--- src/sv/sld_pkg.sv ---
`default_nettype none

package sld_pkg;

    localparam int STORE_DEPTH  = 256;
    localparam int STORE_AW     = 8;
    localparam int BITS_PER_PIX = 24;
    localparam int TAIL_PERIODS = 2;

    localparam logic [11:0] PERIOD_RST    = 12'd90;
    localparam logic [11:0] HIGH_ZERO_RST = 12'd29;
    localparam logic [11:0] HIGH_ONE_RST  = 12'd58;
    localparam logic [15:0] GAP_RST       = 16'd4006;

    typedef enum logic [1:0] {
        OP_TICK  = 2'd0,
        OP_PIXEL = 2'd1,
        OP_CLEAR = 2'd2,
        OP_FLUSH = 2'd3
    } t_op;

    typedef enum logic [1:0] {
        PH_IDLE = 2'd0,
        PH_DATA = 2'd1,
        PH_TAIL = 2'd2,
        PH_GAP  = 2'd3
    } t_phase;

    typedef enum logic [1:0] {
        REG_PERIOD    = 2'd0,
        REG_HIGH_ZERO = 2'd1,
        REG_HIGH_ONE  = 2'd2,
        REG_GAP       = 2'd3
    } t_reg_idx;

    typedef enum logic [1:0] {
        S_IDLE = 2'd0,
        S_ADDR = 2'd1,
        S_EXEC = 2'd2
    } t_state;

    typedef struct packed {
        logic [11:0] period_ticks;
        logic [11:0] high_zero;
        logic [11:0] high_one;
        logic [15:0] reset_ticks;
    } t_cfg;

    typedef struct packed {
        logic load;
        logic mem_wr;
        logic mem_rd;
        logic clr;
        logic step;
        logic flush;
        logic emit;
    } t_dp_cmd;

    typedef struct packed {
        t_op op;
    } t_dp_status;

endpackage

`default_nettype wire

--- src/sv/sld_ctrl.sv ---
`default_nettype none

module sld_ctrl
    import sld_pkg::*;
(
    input  wire logic       i_clk,
    input  wire logic       i_rst_n,
    input  wire logic       i_start,
    input  wire t_dp_status i_status,
    output logic            o_busy,
    output t_dp_cmd         o_cmd
);

    t_state r_state;
    t_state n_state;

    always_ff @(posedge i_clk) begin
        if (!i_rst_n) begin
            r_state <= S_IDLE;
        end else begin
            r_state <= n_state;
        end
    end

    always_comb begin
        n_state = r_state;
        o_cmd   = '0;
        o_busy  = 1'b1;
        case (r_state)
            S_IDLE: begin
                o_busy = 1'b0;
                if (i_start) begin
                    o_cmd.load = 1'b1;
                    n_state    = S_ADDR;
                end
            end
            S_ADDR: begin
                // Store access: a pixel write, a fetch for the tick, or a clear.
                o_cmd.mem_wr = (i_status.op == OP_PIXEL);
                o_cmd.mem_rd = (i_status.op == OP_TICK);
                o_cmd.clr    = (i_status.op == OP_CLEAR);
                n_state      = S_EXEC;
            end
            S_EXEC: begin
                o_cmd.step  = (i_status.op == OP_TICK);
                o_cmd.flush = (i_status.op == OP_FLUSH);
                o_cmd.emit  = 1'b1;
                n_state     = S_IDLE;
            end
            default: begin
                n_state = S_IDLE;
            end
        endcase
    end

    a_busy_after_load: assert property (@(posedge i_clk) disable iff (!i_rst_n)
        o_cmd.load |=> o_busy)
        else $error("controller not busy after taking a word");

    a_exec_follows_addr: assert property (@(posedge i_clk) disable iff (!i_rst_n)
        (r_state == S_ADDR) |=> o_cmd.emit)
        else $error("store access not followed by execute");

    a_store_cmd_onehot: assert property (@(posedge i_clk) disable iff (!i_rst_n)
        $onehot0({o_cmd.mem_wr, o_cmd.mem_rd, o_cmd.clr, o_cmd.step, o_cmd.flush}))
        else $error("more than one datapath operation at once");

endmodule

`default_nettype wire

--- config.mk ---
export PLATFORM = sky130hd
export DESIGN_NAME = sld_ctrl
export DESIGN_NICKNAME = d
export VERILOG_FILES = /design/src/sv/sld_pkg.sv /design/src/sv/sld_ctrl.sv
export SDC_FILE = /design/constraint.sdc
export NUM_CORES = 1
export LEC_CHECK = 0
export ABC_AREA = 1
export BUFFER_PORTS_ARGS = -buffer_cell sky130_fd_sc_hd__buf_2
export CAP_MARGIN = 20
export CORE_AREA = 2 2 39 41
export CTS_BUF_LIST = sky130_fd_sc_hd__clkbuf_2 sky130_fd_sc_hd__clkbuf_4 sky130_fd_sc_hd__clkbuf_8
export CTS_CLUSTER_DIAMETER = 120
export DETAILED_ROUTE_END_ITERATION = 7
export DIE_AREA = 0 0 41 43
export GPL_ROUTABILITY_DRIVEN = 0
export SLEW_MARGIN = 5
export SYNTH_ARGS = -nofsm -noshare
export SYNTH_HDL_FRONTEND = slang
export SYNTH_SLANG_ARGS = --single-unit
--- constraint.sdc ---
create_clock -name i_clk -period 0.8 [get_ports i_clk]
set_clock_uncertainty 0.15 [all_clocks]
set_input_delay 0.08 -clock i_clk [delete_from_list [all_inputs] [get_ports i_clk]]
set_output_delay 0.08 -clock i_clk [all_outputs]
set_load 0.1 [all_outputs]
# Word-level counts from Yosys, hierarchy flattened
# Cells that the tools add are included.
# classes
add_sub_neg	0
mul	0
n_div	0
magnitude_cmp	0
eq_ne	6
shifts	0
n_mux	7
bitwise	0
reduce_logical	2
# op_table
op	count
== test 2 bit (second input constant)	3
2-to-1 mux 3 bit	2
== test 2 x 1 -> 1 bit (second input constant)	2
zero test 2 bit	2
one-hot mux 2 bit (2 select lines)	1
2-to-1 mux 1 bit	3
2-to-1 mux 2 bit	1
inequality test 2 bit (second input constant)	1
# word_totals
reg_bits	2
latch_bits	0
ram_bits	0
romBits	0
input_bits	5
out_inout_bits	8
elab_cells	16
memories	0

# Longest topological paths before layout
# Gate-level depths: netlist of the first run.
# depth
depth_word	2
mapped_depth	3
mapped_depth_nobuf	3

# Worst setup path after synthesis of the first run
# Ideal clock, no wire load.
# synth_timing
path_type	reg-to-output
from	register r_state[0]
to	output port o_cmd[3] (netlist bit)
t_arrival_ns	1.713
required_ns	0.570
slack_ns	-1.143
path_stages_with_launch	3
path_buffers	0
cell_sequence	dfxtp_1 -> nand2_1 -> nor2_1
# synth_lines
element	line_no	rtl
from (decl)	sld_ctrl.sv:14	t_state r_state;
from (signal assigned)	sld_ctrl.sv:21	r_state <= n_state;
to (decl)	sld_ctrl.sv:11	output t_dp_cmd o_cmd

==> results of run 1 <==
==> worst paths after layout <==
| kind | startpoint | endpoint | cells after the start |
|---|---|---|---|
| max | r_state[1]$_SDFFE_PN0P_ | o_cmd[6] | 4 |
| max reg2reg | r_state[1]$_SDFFE_PN0P_ | r_state[0]$_SDFFE_PN0P_ | 5 |
| min | i_rst_n | r_state[1]$_SDFFE_PN0P_ | 3 |
| min reg2reg | r_state[1]$_SDFFE_PN0P_ | r_state[1]$_SDFFE_PN0P_ | 4 |
==> layout make-up <==
cell class,count,area [µm²],share of cell area (%)
clock buffer,3,22.5,4.46
multi-input combinational,15,139,27.5
inverter,8,41.3,8.17
tap,16,20.0,3.96
sequential,2,47.5,9.41
timing repair buffer,19,235,46.5
==> per-layer routing <==
| layer | GRT usage [%] | wire [µm] | vias to the layer above | part of all wire, % |
|---|---|---|---|---|
| met1 | 5.41 | 145 | 102 | 27 |
| met2 | 12.5 | 337 | 7 | 63 |
| met3 | 1.57 | 19 | 4 | 3.6 |
| met4 | 10.0 | 29 | 0 | 5.5 |
| met5 | 0 | 0 | - | 0 |
| li1 | - | - | 111 | - |
==> repair_timing <==
action	in CTS	in global routing
endpoints found under the setup margin	10	10
resized for setup	10	0
endpoints found under the hold margin	2	2
gates cloned	0	0
setup buffers	2	0
pin swaps	3	1
==> worst max-delay path, cell delays in order (launching register included) <==
cell and delay [ps]:
dfxtp_4 350, nor2_4 140, nand2_2 90, clkinvlp_4 90
buf_12 160
==> synth_stat cells, drive strengths merged <==
cell	number
inv	8
nor2	8
nand2	7
dfxtp	2
==> kinds of logic (layout without fill, tap and decap cells) <==
family / after synthesis / in the layout
simple gates: 15 / 15
flops: 2 / 2
buf+inv: 8 / 30
==> stage by stage <==
| stage | utilization [%] | area, µm² |
|---|---|---|
| finish | 36.5 | 505 |
| global route | 36.5 | 505 |
| CTS | 36.5 | 505 |
| detailed placement | 31.1 | 430 |
| global placement | 31.1 | 430 |
| floorplan | - | 200 |
==> power by group through the flow <==
stage	Sequential [mW]	Clock, mW	Combinational, mW
2_1_floorplan	0.115	0	0.179
3_3_place_gp	0.113	0	0.277
3_5_place_dp	0.114	0	0.280
4_1_cts	0.111	0.250	0.310
5_1_grt	0.112	0.246	0.321
6_report	0.111	0.235	0.309
==> metrics, run 1 <==
cell internal pwr=roughly 0.38 mW; synthesized area per cell=approximately 5.4 µm²; status=complete, but fails checks; cell taking the most area after synthesis=dfxtp_1; final setup margin=-499 ps; multiplexer share of the synthesized area=0%; critical path arrival=1070 ps; Startpoint Class=register; XOR/XNOR Fraction of Synth Area=0%; hold slack=-81.9 ps; commonest non-fill, non-tap cell in the layout=buf_12; fin crit share=162%; Antenna Nets Post-Route=0; Worst Hold Class=primary input to register; vias per cell=3.56; Seq pwr share=17.0%; Placement Rows=14; critical path endpoint category=output port; Largest register FFs=2; Place WS=-325 ps; Area contributors post-synth=dfxtp_1 (30%), inv_1 (22%), nand2_1 (17%), nor2_1 (17%), nor2_2 (9.3%); clock transition at the registers of the reported paths=30 ps; cell area power density=1300 mW/mm²; worst vdd ir=366 µV; worst slew pin tran=201 ps; Synth Warn #=0; cell area after synthesis=134 µm²; Synth top area share=29.9%; first-pass GRT wire length=807 µm; Synth Area in Simple Gates=about 48%; final setup vio count=10; number of global-route vias before repair=between 200 and 250; failing checks=hold timing, setup timing; DRT Pass-1 Iters=2; Max-slew headroom=86.6%; total CTS buffers=3; clk buf depth=2; largest family of logic cells by synthesized area=simple AND/OR/NAND/NOR gates; Cell variety after synth=6; syn_nets=30; fin cells=63; Clock Power Share=35.9%; setup TNS=-4240 ps; leading cell types in the layout, fill and taps excluded=buf_12 (7), nor2_4 (6); initial antenna violation count=0; DR WL/cell=8.44 µm; num ports=13; CORE AREA=between 0.001 and 0.0015 mm²; Crit Path Class=register to output port; adder-cell share of the synthesized area=0%; CTS Root Buffer Type=clkbuf_4; GRT Total Usage=7.51%; sequential area share after synthesis=29.9%; Peak Freq=0.770 GHz; Vias=224; layout net count=54; Max Cap Violations=0; Leakage=0.205 nW; Inst Count DP=slightly below 60; hpwl dp=397 µm; P&R area growth vs syn=278%; clk sink count=2; crit-path max FO=3; count of final hold-check violations=2; PortBufs=12; most flop-heavy register=r_state; DIE AREA=0.00176 mm²; Fillers=138; clock insertion delay at the later pin of the skew report=230 ps; NetSw=0.273 mW; n_diodes=0; Die Height=roughly 43 µm; starting density of the core=9.67%; TritonCTS clock tree=built; DR iter-0 viols=5; H-tree Lvls=1; Worst Path Required=570 ps; biggest regs=r_state x2; Net Sw Frac=41.7%; Synth Area in Compound Gates=0%; Final Power=0.655 mW; flop2flop setup slack=-310 ps; Final Critical Period=around 1300 ps; routed wire length=532 µm; gate count after technology mapping=25; grt total ovfl=0; DRC Markers=0; max-slew violations=0; layout cell share with drive strength beyond 1=83.0%; largest net degree at the start of global routing=5; Seq cells post-synth=2; RSZ-0062 raised after global routing=true; Comb power frac=approximately 47%; Die Width=41 µm
Note: power is estimated with default switching activity, not from simulation.
==> run 2: changes to the inputs <==
Settings changed: CTS_CLUSTER_SIZE set to 12, PLACE_DENSITY set to 0.3.
Clock period 0.8 ns to 1.7 ns, I/O delays scaled along.
==> run 2 against run 1 <==
Net effect: the run now ends clean; cell count is 11% lower; worst hold slack better by 120 ps; via count is 21% lower; non-clock buffer count shrank 7; combinational power down 73%; clock power decreased by 56%; sequential share of layout area up 7.2 points; routed wire length down 27%; critical path depth is 1 lower; utilization shrank 19 points; first-iteration DRC count down 40%; critical path type unchanged; critical endpoint is now o_cmd[4]; largest power group is now clock; highest routed layer is now met3.
==> metrics, run 2 (synthesized netlist as in run 1, its figures left out) <==
status=finished clean; max-slew violations=0 (unchanged); worst path cell trace=nand2_1, nor2_1, buf_2; Fillers=171 (+24%); Startpoint Class=register; H-tree Lvls=1 (unchanged); critical path endpoint category=output port; DRT Pass-1 Iters=2 (unchanged); DR iter-0 viols=3 (-2); commonest non-fill, non-tap cell in the layout=buf_2; biggest regs=r_state x2; clock transition at the registers of the reported paths=30 ps (about the same); clock insertion delay at the later pin of the skew report=220 ps (about the same); starting density of the core=9.67% (unchanged); Post-CTS Setup Bufs=0 (-2); cell area power density=995 mW/mm² (-23%); n_diodes=0 (unchanged); Worst path max stage delay=430 ps (+80 ps); routed wire length=390 µm (-27%); count of final hold-check violations=0 (-2); Place WS=361 ps (+686 ps); Design Area, Final=241 µm² (-52%); hpwl dp=304 µm (-23%); worst vdd ir=393 µV (+7.2%); Buf/Inv on CP=1 (-1); Vias=177 (-21%); delay-heaviest family, CP=buffers and inverters; clk buf depth=2 (unchanged); critical path arrival=1240 ps (+170 ps); vias per cell=3.16 (-11%); number of global-route vias before repair=169 (-26%); DRC Markers=0 (unchanged); Placement Rows=14 (unchanged); Hold Buf Count CTS=0; DR WL/cell=6.96 µm (-18%); layout cell share with drive strength beyond 1=50.0% (-33 points); most flop-heavy register=r_state; start point of the critical path=r_state[0]$_SDFFE_PN0P_; clk sink count=2 (unchanged); Leakage=0.157 nW (-23%); grt total ovfl=0 (unchanged); flop2flop setup slack=860 ps (+1170 ps); hold slack=33.8 ps (+116 ps); crit-path max FO=4 (+1); Largest register FFs=2 (unchanged); Final Critical Period=roughly 1600 ps; RSZ-0062 raised after global routing=false; setup TNS=0 ps (+4240 ps); fin crit share=92.0%; layout net count=47 (-13%); Worst Hold Class=primary input to register; initial antenna violation count=0 (unchanged); Placed Area=219 µm² (-49%); CORE AREA=0.00138 mm² (unchanged); CTS Root Buffer Type=clkbuf_4; largest net degree at the start of global routing=5 (unchanged); PortBufs=12 (unchanged); Die Height=43 µm (unchanged); Antenna Nets Post-Route=0 (unchanged); TritonCTS clock tree=built; Worst path slowest cell=buf_2; Peak Freq=0.640 GHz; Max-slew headroom=67.7% (-19 points); first-pass GRT wire length=572 µm (-29%); P&R area growth vs syn=80.4%; Die Width=41 µm (unchanged); worst slew pin tran=487 ps (+286 ps); post-cts sizing count=0 (-10); Crit Path Class=register to output port; HP Start=i_start; Max Cap Violations=0 (unchanged); final setup margin=136 ps (+635 ps); leading cell types in the layout, fill and taps excluded=buf_2 (12), inv_1 (8), nand2_1 (6); Critical R2R Launch=r_state[1]$_SDFFE_PN0P_; final setup vio count=0 (-10); num ports=13 (unchanged); DIE AREA=0.00176 mm² (unchanged); GRT Total Usage=5.41% (-2.1 points); Worst Path Required=1380 ps (+810 ps); total CTS buffers=3 (unchanged)
[run 2: worst reg2reg max path: stages, from the launching register on]
cell and delay (ps):
dfxtp_1 350, inv_1 50, nand2_1 120, nor2_1 50
[run 2: final cells by class]
cell class	instances	area, µm²	share of cell area [%]
tap	16	20.0	8.29
sequential	2	40.0	16.6
timing repair buffer	12	60.1	24.9
inverter	8	30.0	12.4
multi-input combinational	15	68.8	28.5
clock buffer	3	22.5	9.33
[run 2: stage by stage]
stage / std cells / total power [mW] / utilization [%]
after global routing: 56 / 0.256 / 17.5
after detailed placement: 53 / 0.138 / 15.8
final: 56 / 0.240 / 17.5
after floorplan: 25 / 0.123 / -
after CTS: 56 / 0.250 / 17.5
after global placement: 53 / 0.138 / 15.8
[run 2: per-layer routing]
layer  wire length, µm  up-vias  track usage, %
met5                 0        -               0
met3                45        0            1.57
met4                 0        0            8.00
li1                  -       97               -
met1               154       72            5.43
met2               190        8            6.88
[run 2: power by group]
| part | internal (mW) | switching, mW |
|---|---|---|
| clock | 0.0778 | 0.0260 |
| sequential | 0.0498 | 0.00208 |
| combinational | 0.0140 | 0.0706 |
| total | 0.142 | 0.0987 |
[run 2: final timing paths]
kind / end / cells after the start
max: o_cmd[4] / 3
min: r_state[0]$_SDFFE_PN0P_ / 3
max reg2reg: r_state[1]$_SDFFE_PN0P_ / 3
min reg2reg: r_state[0]$_SDFFE_PN0P_ / 3
