[src/sv/sld_pkg.sv]
`default_nettype none

package sld_pkg;

    localparam int STORE_DEPTH  = 256;
    localparam int STORE_AW     = 8;
    localparam int BITS_PER_PIX = 24;
    localparam int TAIL_PERIODS = 2;

    localparam logic [11:0] PERIOD_RST    = 12'd90;
    localparam logic [11:0] HIGH_ZERO_RST = 12'd29;
    localparam logic [11:0] HIGH_ONE_RST  = 12'd58;
    localparam logic [15:0] GAP_RST       = 16'd4006;

    typedef enum logic [1:0] {
        OP_TICK  = 2'd0,
        OP_PIXEL = 2'd1,
        OP_CLEAR = 2'd2,
        OP_FLUSH = 2'd3
    } t_op;

    typedef enum logic [1:0] {
        PH_IDLE = 2'd0,
        PH_DATA = 2'd1,
        PH_TAIL = 2'd2,
        PH_GAP  = 2'd3
    } t_phase;

    typedef enum logic [1:0] {
        REG_PERIOD    = 2'd0,
        REG_HIGH_ZERO = 2'd1,
        REG_HIGH_ONE  = 2'd2,
        REG_GAP       = 2'd3
    } t_reg_idx;

    typedef enum logic [1:0] {
        S_IDLE = 2'd0,
        S_ADDR = 2'd1,
        S_EXEC = 2'd2
    } t_state;

    typedef struct packed {
        logic [11:0] period_ticks;
        logic [11:0] high_zero;
        logic [11:0] high_one;
        logic [15:0] reset_ticks;
    } t_cfg;

    typedef struct packed {
        logic load;
        logic mem_wr;
        logic mem_rd;
        logic clr;
        logic step;
        logic flush;
        logic emit;
    } t_dp_cmd;

    typedef struct packed {
        t_op op;
    } t_dp_status;

endpackage

`default_nettype wire

[src/sv/sld_cfg.sv]
`default_nettype none

module sld_cfg
    import sld_pkg::*;
(
    input  wire logic        i_clk,
    input  wire logic        i_rst_n,
    input  wire logic        psel,
    input  wire logic        penable,
    input  wire logic        pwrite,
    input  wire logic [3:0]  paddr,
    input  wire logic [31:0] pwdata,
    output logic      [31:0] prdata,
    output logic             pready,
    output t_cfg             o_cfg
);

    t_cfg     r_cfg;
    t_reg_idx w_idx;
    logic     w_wr;

    assign w_idx  = t_reg_idx'(paddr[3:2]);
    assign w_wr   = psel && penable && pwrite;
    assign pready = 1'b1;
    assign o_cfg  = r_cfg;

    always_ff @(posedge i_clk) begin
        if (!i_rst_n) begin
            r_cfg.period_ticks <= PERIOD_RST;
            r_cfg.high_zero    <= HIGH_ZERO_RST;
            r_cfg.high_one     <= HIGH_ONE_RST;
            r_cfg.reset_ticks  <= GAP_RST;
        end else if (w_wr) begin
            case (w_idx)
                REG_PERIOD:    r_cfg.period_ticks <= pwdata[11:0];
                REG_HIGH_ZERO: r_cfg.high_zero    <= pwdata[11:0];
                REG_HIGH_ONE:  r_cfg.high_one     <= pwdata[11:0];
                REG_GAP:       r_cfg.reset_ticks  <= pwdata[15:0];
                default: begin
                end
            endcase
        end
    end

    always_comb begin
        case (w_idx)
            REG_PERIOD:    prdata = {20'd0, r_cfg.period_ticks};
            REG_HIGH_ZERO: prdata = {20'd0, r_cfg.high_zero};
            REG_HIGH_ONE:  prdata = {20'd0, r_cfg.high_one};
            REG_GAP:       prdata = {16'd0, r_cfg.reset_ticks};
            default:       prdata = 32'd0;
        endcase
    end

endmodule

`default_nettype wire

[config.mk]
export PLATFORM = sky130hd
export DESIGN_NAME = sld_cfg
export DESIGN_NICKNAME = d
export VERILOG_FILES = /design/src/sv/sld_pkg.sv /design/src/sv/sld_cfg.sv
export SDC_FILE = /design/constraint.sdc
export NUM_CORES = 1
export LEC_CHECK = 0
export ABC_AREA = 1
export BUFFER_PORTS_ARGS = -buffer_cell sky130_fd_sc_hd__buf_2
export CAP_MARGIN = 20
export CORE_MARGIN = 1
export CORE_UTILIZATION = 34
export DETAILED_ROUTE_END_ITERATION = 7
export PLACE_DENSITY = 0.62
export SYNTH_ARGS = -nofsm -noshare
export SYNTH_HDL_FRONTEND = slang
export SYNTH_SLANG_ARGS = --single-unit
export TNS_END_PERCENT = 5
[constraint.sdc]
create_clock -name i_clk -period 0.9 [get_ports i_clk]
set_input_delay 0 -clock i_clk [delete_from_list [all_inputs] [get_ports i_clk]]
set_output_delay 0 -clock i_clk [all_outputs]
set_load 0.005 [all_outputs]
; ---- Word-level counts from Yosys, hierarchy flattened
; Cells that the tools add are included.
[op_classes]
n_eq_ne = 3
mux = 1
reduce_logical = 7
[op_table]
columns = op, count
row1 = $pmux W32 S4, 1
row2 = $reduce_and A2 Y1, 4
row3 = $eq A2 B2 Y1 const B, 2
row4 = $eq A2 B1 Y1 const B, 1
row5 = $logic_and A1 B1 Y1, 2
row6 = $logic_not A2 Y1, 1
[word_totals]
reg_bits = 52
inputBits = 41
output_inout_bits = 85
wordCells = 15

; ---- Logic depth before layout (Yosys ltp)
; Gate-level depths: netlist (run 1).
[depth]
depth_word = 3
ltp_mapped = 6
ltp_nobuf = 5

; ---- Worst setup path before layout (run 1)
; Ideal clock, no wire load.
[synth_timing]
kind = input port to flip-flop
startpoint = input port psel
endpoint = register r_cfg (netlist bit o_cfg[12])
setup_time_ns = 0.113
t_arrival_ns = 0.577
required_ns = 0.787
setup_slack_ns = 0.211
stages = 6
path_buffers = 1
cell_sequence = nand2_1 nor2_4 buf_2 nand3_1 nand2_1 nor2_1
[synth_via]
elab_chain_len = 3
[synth_rtl]
columns = element, line
row1 = from (decl), sld_cfg.sv:8  ; input wire logic psel,
row2 = $logic_and A1 B1 Y1 (2 in a row), sld_cfg.sv:23  ; assign w_wr = psel && penable && pwrite;
row3 = $reduce_and A2 Y1 (no source line), -
row4 = to (decl), sld_cfg.sv:18  ; t_cfg r_cfg;
; Every way passes these cells.
; A chain may end at the register's enable or synchronous reset.

; ---- Final worst setup path (run 1)
[layout_timing]
startpoint = register r_cfg (netlist bit o_cfg[27])
endpoint = output port prdata[11]
[layout_via]
elab_chain_len = 1
[layout_rtl]
columns = element, line
row1 = $pmux W32 S4, sld_cfg.sv:46  ; case (w_idx)
row2 = to (decl), sld_cfg.sv:13  ; output logic [31:0] prdata,
; Every way passes these cells. The select of a mux whose other input is x is not followed.

==> metrics.csv, run 1 <==
metric,value,unit
status,finished with violations,
violations,negative setup slack,
rsz0062_at_grt,true,
dieArea,0.00787,mm2
min_period_over_period,106,%
grt_pass1_wl,12000,um
clkSlewWorstSetupHoldPaths,0.10,ns
htree_levels,2,
worstSetupPathType,reg -> out,
worstPathMaxFanout,2,
clock_path_buffers,2,
powerDensity,1240,mW/mm2
io_pins,126,
arrival,0.96,ns
leakage,1.83,nW
synth_cell_type_count,18,
track_usage,20.3,%
wl,7670,um
max-cap-violations,0,
yosys.area.top_type,dfxtp_1,
grt_pass1_vias,2456,
die_h,88.7,um
die_x,88.7,um
area_delta_synth_final,43.2,%
port-buffer-count,90,
core.rowCount,31,
crit_path_end_kind,output port,
fin_worst_skew,0,ns
fmax,1040,MHz
diodes,0,
peakVddDrop,0.000649,V
setup_viol,11,
cp_slowest_cell,dfxtp_2,
synth_top_area_share,40.7,%
coreArea,0.00725,mm2
tritoncts,yes,
grt_max_degree,53,
synth.avg_cell_area,6.62,um2
min_period,0.958,ns
syn_inst,386,
post-route-drc-count,0,
ys_warn_count,0,
yosysMostFrequentCell,nand2_1,
crit_path_max_incr_delay,0.34,ns
drt-vias-per-instance,4.59,
cts-root-buf,clkbuf_8,
synth_area_leaders,"dfxtp_1 41%, nand2_1 19%, nand3_1 10%",
clkSinkCount,52,
slew_viol_final,0,
critPathRequiredTime,0.90,ns
async_flop_share,0,%
worstPathCellList,nand2_1 -> nand4_1 -> buf_2,
synth_common_cells,"128 x nand2_1, 69 x nor2_1, 52 x dfxtp_1, 52 x nand3_1, 23 x buf_4",
fin_ws,-0.0577,ns
nets,550,
antenna_found_initial,0,
gp_congestion,0.799,
synth_area,0.00256,mm2
largest_reg_flops,52,
synth_seq_cells,52,
overflow,0,
fin_cells,609,
synth-edff-count,0,
vias,2798,
final_layout_size_suffix_gt1_share,41.4,%
final_util,50.5,%
firstDrtPassIters,4,
hp-class,in -> reg,
clock_latency,0.30,ns
numCtsBuffers,5,
synth_flop_cell,dfxtp_1,
drt_iter0_markers,120,
routedWlPerCell,12.6,um
dp.cells,580,
power,4.54,mW
ant_nets,0,
ys_seq_area_share,40.7,%
hold_viol,0,
dpl.hpwl,5520,um
start_util,35.2,%
worstSetupStartpointType,flip-flop,
==> cells in the final DEF, fill, tap and decap left out, types with 3 or more instances in the layout <==
cell and count:
nor2_2 7, dfxtp_1 3, dfxtp_2 49, dlygate4sd3_1 12
buf_6 15, nor2_1 67, inv_2 7, buf_12 5
nand3_1 52, buf_4 26, nand2_2 10, conb_1 17
clkbuf_8 6, inv_1 17, nand2_1 118, buf_2 81
nand4_1 12
==> timing repair <==
action	in CTS	in global routing
gates resized for setup	42	37
setup buffers	9	0
pin swaps	16	15
endpoints found under the setup margin	16	25
hold buffers	12	0
endpoints found under the hold margin	20	0
==> stage by stage <==
step / hold WS, ns / cell area [um2] / TNS [ns] / worst slack, ns
final: 0.00614 / 3660 / -0.314 / -0.0577
after global routing: 0.0333 / 3660 / -1.02 / -0.112
after CTS: 0.00596 / 3550 / -0.479 / -0.0646
after detailed placement: 0.235 / 3210 / -0.495 / -0.0517
after global placement: 0.234 / 3210 / 0 / 0.00585
after floorplan: 0.126 / 2610 / 0 / 0.211
==> routing by layer <==
metal	global-route usage [%]	vias to the layer above	share of wire, %
met1	25.7	1281	45
met4	8.65	0	1.8
met2	33.8	99	47
li1	-	1407	-
met5	0	-	0
met3	3.64	11	5.7
==> power breakdown <==
group,leakage (nW),internal [mW],switching [mW],total (mW)
clock,0.0445,0.627,0.780,1.41
sequential,0.426,2.36,0.0396,2.40
combinational,1.36,0.333,0.403,0.736
total,1.83,3.32,1.22,4.54
==> critical path: cells and delay by family, from the launching register on <==
| kind | cells | cell delay (ns) |
|---|---|---|
| buffers and inverters | 1 | 0.14 |
| and+or+nand+nor | 2 | 0.17 |
| DFF | 1 | 0.34 |
==> worst paths after layout <==
| check | startpoint | end | slack [ns] | depth (start not counted) |
|---|---|---|---|---|
| setup / recovery | o_cfg[27] | prdata[11] | -0.06 | 3 |
| hold / removal | pwdata[14] | o_cfg[14] | 0.006 | 5 |
| setup reg to reg | o_cfg[51] | o_cfg[51] | 0.18 | 3 |
| hold reg to reg | o_cfg[44] | o_cfg[44] | 0.47 | 2 |
==> final cells by class <==
| type | count | area (um2) |
|---|---|---|
| timing repair buffer | 139 | 990 |
| multi-input combinational | 287 | 1260 |
| clock inverter | 1 | 7.51 |
| inverter | 24 | 90.1 |
| tap | 99 | 124 |
| clock buffer | 7 | 86.3 |
| sequential | 52 | 1100 |
| fill | 722 | 3590 |
==> logic make-up after synthesis <==
family	share of synthesized area (%)
AND/OR/NAND/NOR	45.6
buffers and inverters	13.4
other	0.294
flip-flops	40.7
No activity file was read; power rests on OpenSTA's default activity.
==> run 2: changes to the inputs <==
--- a/constraint.sdc
+++ b/constraint.sdc
@@ -3,2 +3,2 @@
 set_output_delay 0 -clock i_clk [all_outputs]
-set_load 0.005 [all_outputs]
+set_load 0.02 [all_outputs]
==> run 2 against run 1 <==
Net effect:
- the flow still finishes with violations (negative setup slack)
- clock skew is the same
- global-route usage shrank 0.29 points
- clock power shrank 9%
- non-clock buffer count shrank 5
- design area shrank 0.85%
- first-iteration DRC count grew 20%
- setup slack lost 0.044 ns
- sequential share of layout area grew 0.16 points
- critical path type unchanged
- largest cell class unchanged
- highest routed layer unchanged
==> metrics.csv, run 2 (synthesis gave the netlist of run 1 again) <==
metric,value,unit,change
status,finished with violations,,
violations,negative setup slack,,
nets,545,,-0.91%
leakage,1.81,nW,-1.0%
worstPathCellList,nand2_1 -> nand4_1 -> buf_4,,
die_x,88.7,um,unchanged
overflow,0,,unchanged
r2r_cells,3,,unchanged
arrival,1.00,ns,+0.04 ns
hold_path_depth,5,,unchanged
fin_worst_skew,0,ns,unchanged
crit_buf_inv,1,,unchanged
firstDrtPassIters,4,,unchanged
ant_nets,0,,unchanged
rr_endpoint,o_cfg[36],,
cts-root-buf,clkbuf_8,,
numCtsBuffers,5,,unchanged
area_delta_synth_final,41.9,%,
largest_reg_flops,52,,unchanged
track_usage,20.0,%,-0.29 points
clkSinkCount,52,,unchanged
hold_viol,0,,unchanged
crit_path_end_kind,output port,,
dr_wl_met2,3800,um,+4.3%
tritoncts,yes,,
max-cap-violations,0,,unchanged
slew_viol_final,0,,unchanged
min_period,1.00,ns,+0.0440 ns
worstPathMaxFanout,3,,+1
fin_ws,-0.102,ns,-0.0440 ns
dpl.hpwl,5350,um,-3.0%
fmax,998,MHz,-4.4%
critPathRequiredTime,0.90,ns,about the same
routedWlPerCell,12.8,um,+1.8%
worstHoldStart,pwdata[14],,
gp_congestion,0.811,,+1.5%
dp.cells,576,,-0.69%
met1_length,3380,um,-2.3%
clock_latency,0.30,ns,about the same
worstSetupStartpointType,flip-flop,,
reg2reg_slack,0.18,ns,about the same
layout_common_cells,"126 x nand2_1, 68 x nor2_1, 65 x buf_2",,
powerDensity,1270,mW/mm2,+2.4%
final_layout_size_suffix_gt1_share,37.9,%,-3.5 points
grt_pass1_vias,2413,,-1.8%
r2r-start,o_cfg[36],,
hold_end,o_cfg[14],,
peakVddDrop,0.000571,V,-12%
nFillCells,751,,+4.0%
min_period_over_period,111,%,+4.9 points
crit_path_max_incr_delay,0.34,ns,about the same
grt_max_degree,53,,unchanged
crit_cells,3,,unchanged
worstSetupPathType,reg -> out,,
htree_levels,2,,unchanged
met3_length,458,um,+5.0%
grt_pass1_wl,11800,um,-1.2%
setup_viol,14,,+3
wl,7730,um,+0.76%
critPathTopFamily,flip-flops,,
vias,2736,,-2.2%
antenna_found_initial,0,,unchanged
drt-vias-per-instance,4.54,,-1.2%
rsz0062_at_grt,true,,
core.rowCount,31,,unchanged
drt_iter0_markers,144,,+20%
top_layer,met4,,
start_util,35.2,%,unchanged
io_pins,126,,unchanged
coreArea,0.00725,mm2,unchanged
final_util,50.0,%,-0.43 points
dieArea,0.00787,mm2,unchanged
die_h,88.7,um,unchanged
port-buffer-count,90,,unchanged
post-route-drc-count,0,,unchanged
clock_path_buffers,2,,unchanged
fin_cells,603,,-0.99%
finalSetupTns,-0.857,ns,-0.543 ns
cp_slowest_cell,dfxtp_2,,
diodes,0,,unchanged
clkSlewWorstSetupHoldPaths,0.09,ns,about the same
final_common_cell,nand2_1,,
hp-class,in -> reg,,
## run 2: changes by cell type in the layout (fill, tap and decap cells not counted), moves of 2 or more
cell | before | now
buf_4 | 26 | 36
nand2_2 | 10 | 2
nor2_2 | 7 | 5
buf_2 | 81 | 65
inv_2 | 7 | 5
inv_1 | 17 | 19
dfxtp_1 | 3 | 6
dfxtp_2 | 49 | 46
nand2_1 | 118 | 126
## run 2: final cells by class
cell class                 instances  area (um2)  share of cell area (%)
tap                               99         124                    3.41
multi-input combinational        287        1240                    34.2
timing repair buffer             134         996                    27.4
clock buffer                       6        72.6                    2.00
sequential                        52        1100                    30.3
inverter                          24        90.1                    2.48
clock inverter                     1        5.00                   0.138
## run 2: worst min-delay path, stage by stage
cell     delay [ns]
buf_2          0.08
inv_1          0.03
nand3_1        0.06
nand2_1        0.04
nor2_1         0.07
## run 2: what timing repair did
item / in CTS / in global routing
buffers inserted: 8 / 0
hold buffers: 12 / 0
pin swaps: 17 / 6
endpoints found under the hold margin: 20 / 0
resized for setup: 69 / 23
endpoints found under the setup margin: 17 / 28
## run 2: layer usage
layer  track usage (%)  vias up
li1                  -     1400
met1              24.8     1232
met3              3.64       11
met4              5.72        0
met2              35.2       93
met5                 0        -
## run 2: stage by stage
| step | cell area (um2) | setup WS, ns | total power, mW | hold WS, ns |
|---|---|---|---|---|
| 2_1_floorplan | 2610 | 0.102 | 3.00 | 0.126 |
| 3_3_place_gp | 3180 | -0.0432 | 3.25 | 0.237 |
| 3_5_place_dp | 3180 | -0.0408 | 3.26 | 0.237 |
| 4_1_cts | 3570 | -0.0878 | 4.61 | 0.00329 |
| 5_1_grt | 3630 | -0.157 | 4.81 | 0.0250 |
| 6_report | 3630 | -0.102 | 4.61 | 0.00509 |
## run 2: worst max path at each step
stage              start    endpoint  slack, ns
6_report       o_cfg[27]  prdata[11]      -0.10
4_1_cts        o_cfg[36]   prdata[8]      -0.09
3_5_place_dp    paddr[3]   prdata[6]      -0.04
2_1_floorplan  o_cfg[12]  prdata[12]       0.10
3_3_place_gp    paddr[3]   prdata[0]      -0.04
5_1_grt        o_cfg[24]   prdata[8]      -0.16
## run 2: power by group
group,total [mW],internal (mW),switching (mW)
Combinational,0.922,0.363,0.559
Clock,1.29,0.532,0.757
Sequential,2.40,2.36,0.0401
